`src/sv/lru_pkg.sv`:
```
// Shared types and codes for the recency list.
`default_nettype none
package lru_pkg;

  localparam int KEY_W = 32;
  localparam int HND_W = 8;
  localparam int POS_W = 5;
  localparam int ENT_W = 5;
  localparam int OP_W  = 2;
  localparam int ST_W  = 2;

  localparam logic [OP_W-1:0] OP_TOUCH       = 2'd0;
  localparam logic [OP_W-1:0] OP_DELETE      = 2'd1;
  localparam logic [OP_W-1:0] OP_FIND_KEY    = 2'd2;
  localparam logic [OP_W-1:0] OP_FIND_HANDLE = 2'd3;

  localparam logic [ST_W-1:0] ST_DONE      = 2'd0;
  localparam logic [ST_W-1:0] ST_NOT_FOUND = 2'd1;
  localparam logic [ST_W-1:0] ST_FULL      = 2'd2;
  localparam logic [ST_W-1:0] ST_NEW       = 2'd3;

  localparam logic [HND_W-1:0] HANDLE_FIRST = 8'd1;
  localparam logic [HND_W-1:0] HANDLE_LAST  = 8'd255;

  typedef struct packed {
    logic capture;
    logic compare;
    logic select;
    logic commit;
  } lru_cmd_t;

endpackage
`default_nettype wire

```
`src/sv/lru_recency_list.sv`:
```
// An accepted input passes the compare, select and commit states before its result is
// shown on the master side; these steps over the entry row run one after another, and
// the next input is taken in the cycle its result leaves.
// One item is in work at a time; a stalled result holds the next input off.
// Reset (rst, synchronous): table empty, handle counter at 1; ready as soon as rst drops.
`default_nettype none
module lru_recency_list
  import lru_pkg::*;
#(
  parameter int DEPTH = 16
) (
  input  wire logic        clk,
  input  wire logic        rst,
  input  wire logic        s_tvalid,
  output logic             s_tready,
  input  wire logic [39:0] s_tdata,  // device_key[31:0], handle_in[39:32]
  input  wire logic [1:0]  s_tuser,  // operation[1:0]
  output logic             m_tvalid,
  input  wire logic        m_tready,
  output logic [55:0]      m_tdata,  // handle_out[7:0], position[12:8], key_out[44:13],
                                     // entries_used[49:45], zero[55:50]
  output logic [1:0]       m_tuser   // status[1:0]
);

  lru_cmd_t         cmd;
  logic [ST_W-1:0]  status;
  logic [HND_W-1:0] handle_out;
  logic [POS_W-1:0] position;
  logic [KEY_W-1:0] key_out;
  logic [ENT_W-1:0] entries_used;

  lru_ctrl u_ctrl (
    .clk      (clk),
    .rst      (rst),
    .s_tvalid (s_tvalid),
    .s_tready (s_tready),
    .m_tvalid (m_tvalid),
    .m_tready (m_tready),
    .cmd      (cmd)
  );

  lru_dp #(
    .DEPTH (DEPTH)
  ) u_dp (
    .clk          (clk),
    .rst          (rst),
    .cmd          (cmd),
    .op_in        (s_tuser),
    .key_in       (s_tdata[31:0]),
    .hin_in       (s_tdata[39:32]),
    .status       (status),
    .handle_out   (handle_out),
    .position     (position),
    .key_out      (key_out),
    .entries_used (entries_used)
  );

  assign m_tdata = {6'd0, entries_used, key_out, position, handle_out};
  assign m_tuser = status;

endmodule
`default_nettype wire

```
`src/sv/lru_dp.sv`:
```
// Datapath: entry row, parallel compare, first-match select, shift update and result register.
`default_nettype none
module lru_dp
  import lru_pkg::*;
#(
  parameter int DEPTH = 16
) (
  input  wire logic             clk,
  input  wire logic             rst,
  input  wire lru_cmd_t         cmd,
  input  wire logic [OP_W-1:0]  op_in,
  input  wire logic [KEY_W-1:0] key_in,
  input  wire logic [HND_W-1:0] hin_in,
  output logic [ST_W-1:0]       status,
  output logic [HND_W-1:0]      handle_out,
  output logic [POS_W-1:0]      position,
  output logic [KEY_W-1:0]      key_out,
  output logic [ENT_W-1:0]      entries_used
);

  localparam int CW = $clog2(DEPTH + 1);
  localparam int PW = (DEPTH > 1) ? $clog2(DEPTH) : 1;

  logic [KEY_W-1:0] keys [DEPTH];
  logic [HND_W-1:0] handles [DEPTH];
  logic [KEY_W-1:0] keys_next [DEPTH];
  logic [HND_W-1:0] handles_next [DEPTH];
  logic [CW-1:0]    count, count_next;
  logic [HND_W-1:0] next_handle, next_handle_next;

  logic [OP_W-1:0]  op_r;
  logic [KEY_W-1:0] key_r;
  logic [HND_W-1:0] hin_r;

  logic [DEPTH-1:0] match, match_r;
  logic [DEPTH-1:0] first_hit;
  logic [PW-1:0]    pos_sel, pos_r;
  logic [HND_W-1:0] hit_h_sel, hit_h_r;
  logic [KEY_W-1:0] hit_k_sel, hit_k_r;
  logic             found_r;

  logic [ST_W-1:0]  status_next;
  logic [HND_W-1:0] handle_out_next;
  logic [PW-1:0]    pos_out_next;
  logic [KEY_W-1:0] key_out_next;

  // compare stage: key ops match on key, the others on handle; only live slots count
  always_comb begin
    for (int i = 0; i < DEPTH; i++) begin
      if (op_r == OP_TOUCH || op_r == OP_FIND_KEY) begin
        match[i] = (CW'(i) < count) && (keys[i] == key_r);
      end else begin
        match[i] = (CW'(i) < count) && (handles[i] == hin_r);
      end
    end
  end

  // select stage: isolate the match nearest the front
  assign first_hit = match_r & (~match_r + DEPTH'(1));

  always_comb begin
    pos_sel   = '0;
    hit_h_sel = '0;
    hit_k_sel = '0;
    for (int i = DEPTH - 1; i >= 0; i--) begin
      if (match_r[i]) begin
        pos_sel = PW'(i);
      end
    end
    for (int i = 0; i < DEPTH; i++) begin
      hit_h_sel = hit_h_sel | (handles[i] & {HND_W{first_hit[i]}});
      hit_k_sel = hit_k_sel | (keys[i] & {KEY_W{first_hit[i]}});
    end
  end

  // commit stage
  always_comb begin
    for (int i = 0; i < DEPTH; i++) begin
      keys_next[i]    = keys[i];
      handles_next[i] = handles[i];
    end
    count_next       = count;
    next_handle_next = next_handle;
    status_next      = ST_NOT_FOUND;
    handle_out_next  = '0;
    pos_out_next     = '0;
    key_out_next     = '0;
    case (op_r)
      OP_TOUCH: begin
        if (found_r) begin
          status_next     = ST_DONE;
          handle_out_next = hit_h_r;
          pos_out_next    = pos_r;
          key_out_next    = key_r;
          keys_next[0]    = key_r;
          handles_next[0] = hit_h_r;
          for (int i = 1; i < DEPTH; i++) begin
            if (PW'(i) <= pos_r) begin
              keys_next[i]    = keys[i-1];
              handles_next[i] = handles[i-1];
            end
          end
        end else if (count == CW'(DEPTH)) begin
          status_next = ST_FULL;
        end else begin
          status_next     = ST_NEW;
          handle_out_next = next_handle;
          key_out_next    = key_r;
          keys_next[0]    = key_r;
          handles_next[0] = next_handle;
          for (int i = 1; i < DEPTH; i++) begin
            keys_next[i]    = keys[i-1];
            handles_next[i] = handles[i-1];
          end
          count_next       = count + CW'(1);
          next_handle_next = (next_handle == HANDLE_LAST) ? HANDLE_FIRST
                                                          : next_handle + HND_W'(1);
        end
      end
      OP_FIND_KEY: begin
        if (found_r) begin
          status_next     = ST_DONE;
          handle_out_next = hit_h_r;
          pos_out_next    = pos_r;
          key_out_next    = key_r;
        end
      end
      OP_DELETE, OP_FIND_HANDLE: begin
        if (found_r) begin
          status_next     = ST_DONE;
          handle_out_next = hit_h_r;
          pos_out_next    = pos_r;
          key_out_next    = hit_k_r;
          if (op_r == OP_DELETE) begin
            for (int i = 0; i < DEPTH - 1; i++) begin
              if (PW'(i) >= pos_r) begin
                keys_next[i]    = keys[i+1];
                handles_next[i] = handles[i+1];
              end
            end
            count_next = count - CW'(1);
          end
        end
      end
      default: begin
        status_next = ST_NOT_FOUND;
      end
    endcase
  end

  always_ff @(posedge clk) begin
    if (rst) begin
      count       <= '0;
      next_handle <= HANDLE_FIRST;
    end else if (cmd.commit) begin
      count       <= count_next;
      next_handle <= next_handle_next;
    end
  end

  always_ff @(posedge clk) begin
    if (cmd.capture) begin
      op_r  <= op_in;
      key_r <= key_in;
      hin_r <= hin_in;
    end
    if (cmd.compare) begin
      match_r <= match;
    end
    if (cmd.select) begin
      found_r <= |match_r;
      pos_r   <= pos_sel;
      hit_h_r <= hit_h_sel;
      hit_k_r <= hit_k_sel;
    end
    if (cmd.commit) begin
      for (int i = 0; i < DEPTH; i++) begin
        keys[i]    <= keys_next[i];
        handles[i] <= handles_next[i];
      end
      status       <= status_next;
      handle_out   <= handle_out_next;
      position     <= POS_W'(pos_out_next);
      key_out      <= key_out_next;
      entries_used <= ENT_W'(count_next);
    end
  end

  a_count_bound: assert property (@(posedge clk) disable iff (rst)
    count <= CW'(DEPTH))
    else $error("entry count above table depth");

  a_handle_nonzero: assert property (@(posedge clk) disable iff (rst)
    next_handle != '0)
    else $error("handle counter reached zero");

  a_count_only_on_commit: assert property (@(posedge clk) disable iff (rst)
    !$past(rst) && !$past(cmd.commit) |-> count == $past(count))
    else $error("entry count changed outside commit");

  a_new_grows: assert property (@(posedge clk) disable iff (rst)
    cmd.commit && status_next == ST_NEW |=> count == $past(count) + CW'(1))
    else $error("new entry did not grow the table");

endmodule
`default_nettype wire

```
`src/sv/lru_ctrl.sv`:
```
// Controller: sequences compare, select and commit for one transfer at a time.
`default_nettype none
module lru_ctrl
  import lru_pkg::*;
(
  input  wire logic clk,
  input  wire logic rst,
  input  wire logic s_tvalid,
  output logic      s_tready,
  output logic      m_tvalid,
  input  wire logic m_tready,
  output lru_cmd_t  cmd
);

  localparam logic [2:0] S_IDLE = 3'd0;
  localparam logic [2:0] S_CMP  = 3'd1;
  localparam logic [2:0] S_SEL  = 3'd2;
  localparam logic [2:0] S_UPD  = 3'd3;
  localparam logic [2:0] S_OUT  = 3'd4;

  logic [2:0] state, state_next;

  // a new transfer may enter in the same cycle the result leaves
  assign s_tready = (state == S_IDLE) || (state == S_OUT && m_tready);
  assign m_tvalid = (state == S_OUT);

  assign cmd.capture = s_tvalid && s_tready;
  assign cmd.compare = (state == S_CMP);
  assign cmd.select  = (state == S_SEL);
  assign cmd.commit  = (state == S_UPD);

  always_comb begin
    state_next = state;
    case (state)
      S_IDLE: begin
        if (s_tvalid) state_next = S_CMP;
      end
      S_CMP: state_next = S_SEL;
      S_SEL: state_next = S_UPD;
      S_UPD: state_next = S_OUT;
      S_OUT: begin
        if (m_tready) state_next = s_tvalid ? S_CMP : S_IDLE;
      end
      default: state_next = S_IDLE;
    endcase
  end

  always_ff @(posedge clk) begin
    if (rst) begin
      state <= S_IDLE;
    end else begin
      state <= state_next;
    end
  end

  a_capture_when_free: assert property (@(posedge clk) disable iff (rst)
    cmd.capture |-> state == S_IDLE || state == S_OUT)
    else $error("input taken while an item is in work");

  a_commit_then_out: assert property (@(posedge clk) disable iff (rst)
    cmd.commit |=> m_tvalid)
    else $error("result not presented after commit");

  a_result_held: assert property (@(posedge clk) disable iff (rst)
    m_tvalid && !m_tready |=> m_tvalid)
    else $error("result dropped while stalled");

endmodule
`default_nettype wire
```
`config.mk`:
```
export PLATFORM = sky130hd
export DESIGN_NAME = lru_recency_list
export DESIGN_NICKNAME = d
export VERILOG_FILES = /design/src/sv/lru_pkg.sv /design/src/sv/lru_recency_list.sv /design/src/sv/lru_dp.sv /design/src/sv/lru_ctrl.sv
export SDC_FILE = /design/constraint.sdc
export NUM_CORES = 2
export LEC_CHECK = 0
export BUFFER_PORTS_ARGS = -buffer_cell sky130_fd_sc_hd__buf_2
export CORE_MARGIN = 1
export CORE_UTILIZATION = 35
export DETAILED_ROUTE_END_ITERATION = 6
export MAX_ROUTING_LAYER = met4
export PLACE_DENSITY = 0.61
export SLEW_MARGIN = 20
export SYNTH_ARGS = -nofsm -noshare
export SYNTH_HDL_FRONTEND = slang
export SYNTH_SLANG_ARGS = --single-unit
```
`constraint.sdc`:
```
create_clock -name clk -period 7.9 [get_ports clk]
set_input_delay 1.185 -clock clk [delete_from_list [all_inputs] [get_ports clk]]
set_output_delay 1.185 -clock clk [all_outputs]
set_load 0.01 [all_outputs]
```
; Yosys cells after proc, flatten, opt, wreduce, memory -nomap -nowiden
; Memory sizes are Yosys's and may differ from the RTL's.
; Index checks and enable logic that the tools add are counted.
[word_totals]
register_bits = 170
latchBits = 0
mem_bits_rw = 640
romBits = 0
in_bits = 46
output_inout_bits = 60
elab_cells = 357
n_memories = 2
[classes]
addsub = 4
n_mul = 0
n_div = 0
order_cmp = 46
n_eq_ne = 43
shifts = 0
muxes = 130
bitwise_logic = 66
reduce_logical = 47
[mem_list]
columns = name, depth, word_bits, read_ports, rd_ports_with_merged_regs, wr, line
row1 = u_dp.keys, 16, 32, 16, 0, 16, lru_dp.sv:24  ; logic [KEY_W-1:0] keys [DEPTH];
row2 = u_dp.handles, 16, 8, 16, 0, 16, lru_dp.sv:25  ; logic [HND_W-1:0] handles [DEPTH];
[ops]
columns = op, count
row1 = $mux W32, 35
row2 = $mux W512, 2
row3 = $mux W480, 2
row4 = $pmux W480 S2, 1
row5 = $and A32 B32 Y32, 16
row6 = $eq A32 B32 Y1, 16
row7 = $or A32 B32 Y32, 15
row8 = $mux W8, 35
row9 = $mux W128, 2
row10 = $mux W120, 2
row11 = $pmux W120 S2, 1
row12 = $and A8 B8 Y8, 16
row13 = $eq A8 B8 Y1, 16
row14 = $or A8 B8 Y8, 15
row15 = $pmux W32 S3, 1
row16 = $lt A4 B5 Y1 const A, 8
row17 = $mux W4, 10
row18 = $logic_and A1 B1 Y1, 34
row19 = $le A4 B4 Y1 const A, 8
row20 = $ge A4 B4 Y1 const A, 7
row21 = $mux W1, 22
row22 = $lt A3 B5 Y1 const A, 4
row23 = $mux W5, 4
row24 = $mux W3, 6
row25 = 39 further kinds, 58

; Longest topological paths before layout
[depth]
word_depth = 19
mapped_depth = 9
mapped_depth_nobuf = 7

; Cells and area by module
; From an unflattened synthesis, not the netlist that was laid out.
[hier_totals]
hier_cells = 3525
hier_area_um2 = 45183.3
[modules_own_cells]
columns = mod, instances, cells_each, area_each_um2, seq_area_each_um2
row1 = lru_dp, 1, 3499, 44923.1, 24103.1
row2 = lru_ctrl, 1, 19, 211.5, 60.1
row3 = lru_recency_list, 1, 7, 48.8, 0.0

; Least setup slack after synthesis
; OpenSTA, ideal clock, no wires.
[synth_timing]
path_kind = register to register
from = register u_dp.count[1] (netlist name)
to = memory u_dp.handles[15][0], in the netlist u_dp.handles[1][56], enable pin
setup_time_ps = 537
arrival_ps = 5117
slack_ps = 2246
path_stages_with_launch = 8
cell_sequence = dfxtp_1 -> clkbuf_1 -> inv_1 -> ha_1 -> nor4bb_1 -> nor2_1 -> a41oi_1 -> nor4_1
[synth_lines]
columns = element, line
row1 = to (decl), lru_dp.sv:25

==> qor.yml <==
yosysMostFrequentCell: "edfxtp_1"
dp_hpwl_um: 139000
max_freq_mhz: 246
final_util_pct: 39.5
wl_per_cell_um: 38.2
insertion_delay_ns: 0.73
drc_errors: 1
num-nets-final: 3540
rsz0062_at_grt: "false"
cp_common_cell: "buf_4"
ys_seq_area_share_pct: 53.6
combPwrFrac_pct: 14.0
multi_input_area_um2: 20000
worstPathMaxFanout: 180
synth_top_area_share_pct: 52.9
fin_crit_ns: 4.06
rows: 131
start_util_pct: 35.3
regArea_um2: 24200
skew_ns: 0.0359
crit_chain: "buf_12 -> buf_4 -> buf_4 -> mux2_2"
netlist_instances: 3463
grt_pass1_wl_um: 269000
synth.largest_area_cell: "edfxtp_1"
die_w_um: 361
synth_edf_count: 794
fin_crit_sh_pct: 51.4
synthTopCellsByCount: "edfxtp_1, mux2_2, xnor2_1"
ctsResizeCount: 0
cts_buffer_depth: 3
synth-async-reset-ratio_pct: 0
power_leakage_uw: 0.0160
wl_um: 200000
cts_buffers: 90
cts_setup_buffers: 0
postRouteAntennaNets: 0
timing.critical_path.from: "u_dp.op_r[0]"
crit_buf_inv: 3
cts_tree: "done"
vdd_drop_max_mv: 0.162
fill_cells: 12115
setup_viol: 0
via_per_inst: 6.44
powerDensity_nw_per_um2: 208
gp_congestion: 1.14
syn_avg_cell_area_um2: 13.0
synth_area_um2: 45100
root_buffer: "clkbuf_16"
tns_ns: 0
cp-end-kind: "register"
ys_ff_latch: 810
area_growth_syn_to_layout_pct: 11.9
maxSlewHeadroom_pct: 12.0
synth_warnings: 0
clock_power_share_pct: 39.2
hold_buffers: 0
slowest_stage: "buf_4"
power_frac_seq_pct: 46.8
synth_ff_type: "edfxtp_1"
netSwitchingPower_uw: 2930
die_h_um: 361
first_global_vias: 31038
p_int_uw: 7570
drv_cap: 0
first_iter_violations: 5927
clk_pin_slew_ns: 0.06
grt.total_usage_pct: 30.8
ys_types: 72
cts_max_level: 3
r2r_start: "u_dp.op_r[0]"
drv_slew: 0
violations: "DRC"
critPathMaxStageDelay_ns: 0.94
cts.sinks: 810
gr-total-overflow: 0
cp_data_required_time_ns: 8.35
synth_area_leaders: "edfxtp_1, mux2_2, xnor2_1, xor2_1, nand4_1"
io_pins: 106
status: "finished with violations"
antenna_found_initial: 22
via_count: 33720
hold_start: "u_dp.handles[1][49]"
dr.pass1.iters: 7
drive_gt1_share_pct: 27.1
start_kind: "register"
io_buffer_count: 98
tightest_slew_ns: 1.31
hold_viol: 0
crit_family: "buffers and inverters"
path_class: "register to register"
worstHoldPathType: "register to register"
core_um2: 128000
rrSetupSlack_ns: 3.84
grt_max_degree: 191
dieArea_um2: 130000
arrival_ns: 4.51
p_sw_share_pct: 27.9
==> registers in the layout (all words and copies together), names as in the netlist, 8 cells and up <==
signal,count
u_dp.hit_h_r,8
u_dp.next_handle,8
u_dp.match_r,16
u_dp.hit_k_r,32
u_dp.key_r,32
u_dp.handle_out,8
u_dp.hin_r,8
u_dp.key_out,32
u_dp.handles,128
u_dp.keys,512
==> area by class of cell <==
class / instances / area share, %
multi-input combinational: 2362 / 39.6
clock inverter: 47 / 0.648
sequential: 810 / 47.9
antenna: 17 / 0.0844
clock buffer: 115 / 4.78
tap: 1662 / 4.12
inverter: 13 / 0.0968
timing repair buffer: 213 / 2.75
==> stage by stage <==
step                      cells  total power (uW)  setup WS (ns)  instance area (um2)  hold slack, ns
after floorplan            3469              5820           2.25                45100           0.478
after global placement     5058              6410           3.66                47600           0.513
after detailed placement   5059              6420           4.07                47600           0.507
after CTS                  5221             10500           4.07                50400           0.525
after global routing       5237             10700           3.80                50400           0.543
final                      5239             10500           3.84                50400           0.534
==> per-layer routing <==
metal | vias to the layer above | track usage (%) | share of wire, %
met5 | - | - | 0
met4 | 0 | 15.3 | 5.9
met3 | 463 | 8.37 | 13
met2 | 2677 | 43.0 | 42
met1 | 17201 | 40.7 | 39
li1 | 13379 | - | -
==> cells in the final DEF (no fill, tap or decap), types with 28 or more instances in the layout <==
master | synthesis | layout
a21oi_1 | 85 | 85
a221o_1 | 37 | 37
a221oi_1 | 52 | 47
a22o_1 | 45 | 45
a22oi_1 | 96 | 96
buf_2 | 15 | 98
buf_4 | 15 | 111
clkbuf_16 | 0 | 93
clkinv_1 | 0 | 28
edfxtp_1 | 794 | 794
mux2_2 | 590 | 590
nand2_1 | 113 | 113
nand3_1 | 51 | 51
nand3b_1 | 40 | 40
nand4_1 | 128 | 128
nor2_1 | 58 | 55
nor3_1 | 40 | 36
nor4_1 | 73 | 67
o21ai_0 | 50 | 50
xnor2_1 | 390 | 390
xor2_1 | 261 | 261
==> kinds of logic (layout without fill, tap and decap cells) <==
family / after synthesis / count (layout) / synth area share (%)
adder cells (fa/ha/maj): 4 / 4 / 0.111
multiplexers: 601 / 601 / 15.0
AND/OR/NAND/NOR: 591 / 591 / 7.44
flip-flops: 810 / 810 / 53.6
buffers and inverters: 297 / 388 / 2.74
other: 1 / 24 / 0.00832
XOR/XNOR: 651 / 651 / 12.7
AO/OA/AOI/OAI: 508 / 508 / 8.42
==> path summary, 6_finish.rpt <==
path                         endpoint  depth (start not counted)
hold / removal    u_dp.handles[1][57]                          0
setup / recovery    u_dp.keys[1][164]                          4
hold reg to reg   u_dp.handles[1][57]                          0
setup reg to reg    u_dp.keys[1][164]                          4
==> power by group through the flow <==
stage / clock network (uW) / logic, uW / registers [uW]
6_report: 4110 / 1470 / 4920
5_1_grt: 4300 / 1480 / 4920
4_1_cts: 4140 / 1420 / 4910
3_5_place_dp: 0 / 1410 / 5000
3_3_place_gp: 0 / 1410 / 5000
2_1_floorplan: 0 / 857 / 4960
Power figures use the tool's default switching activity.
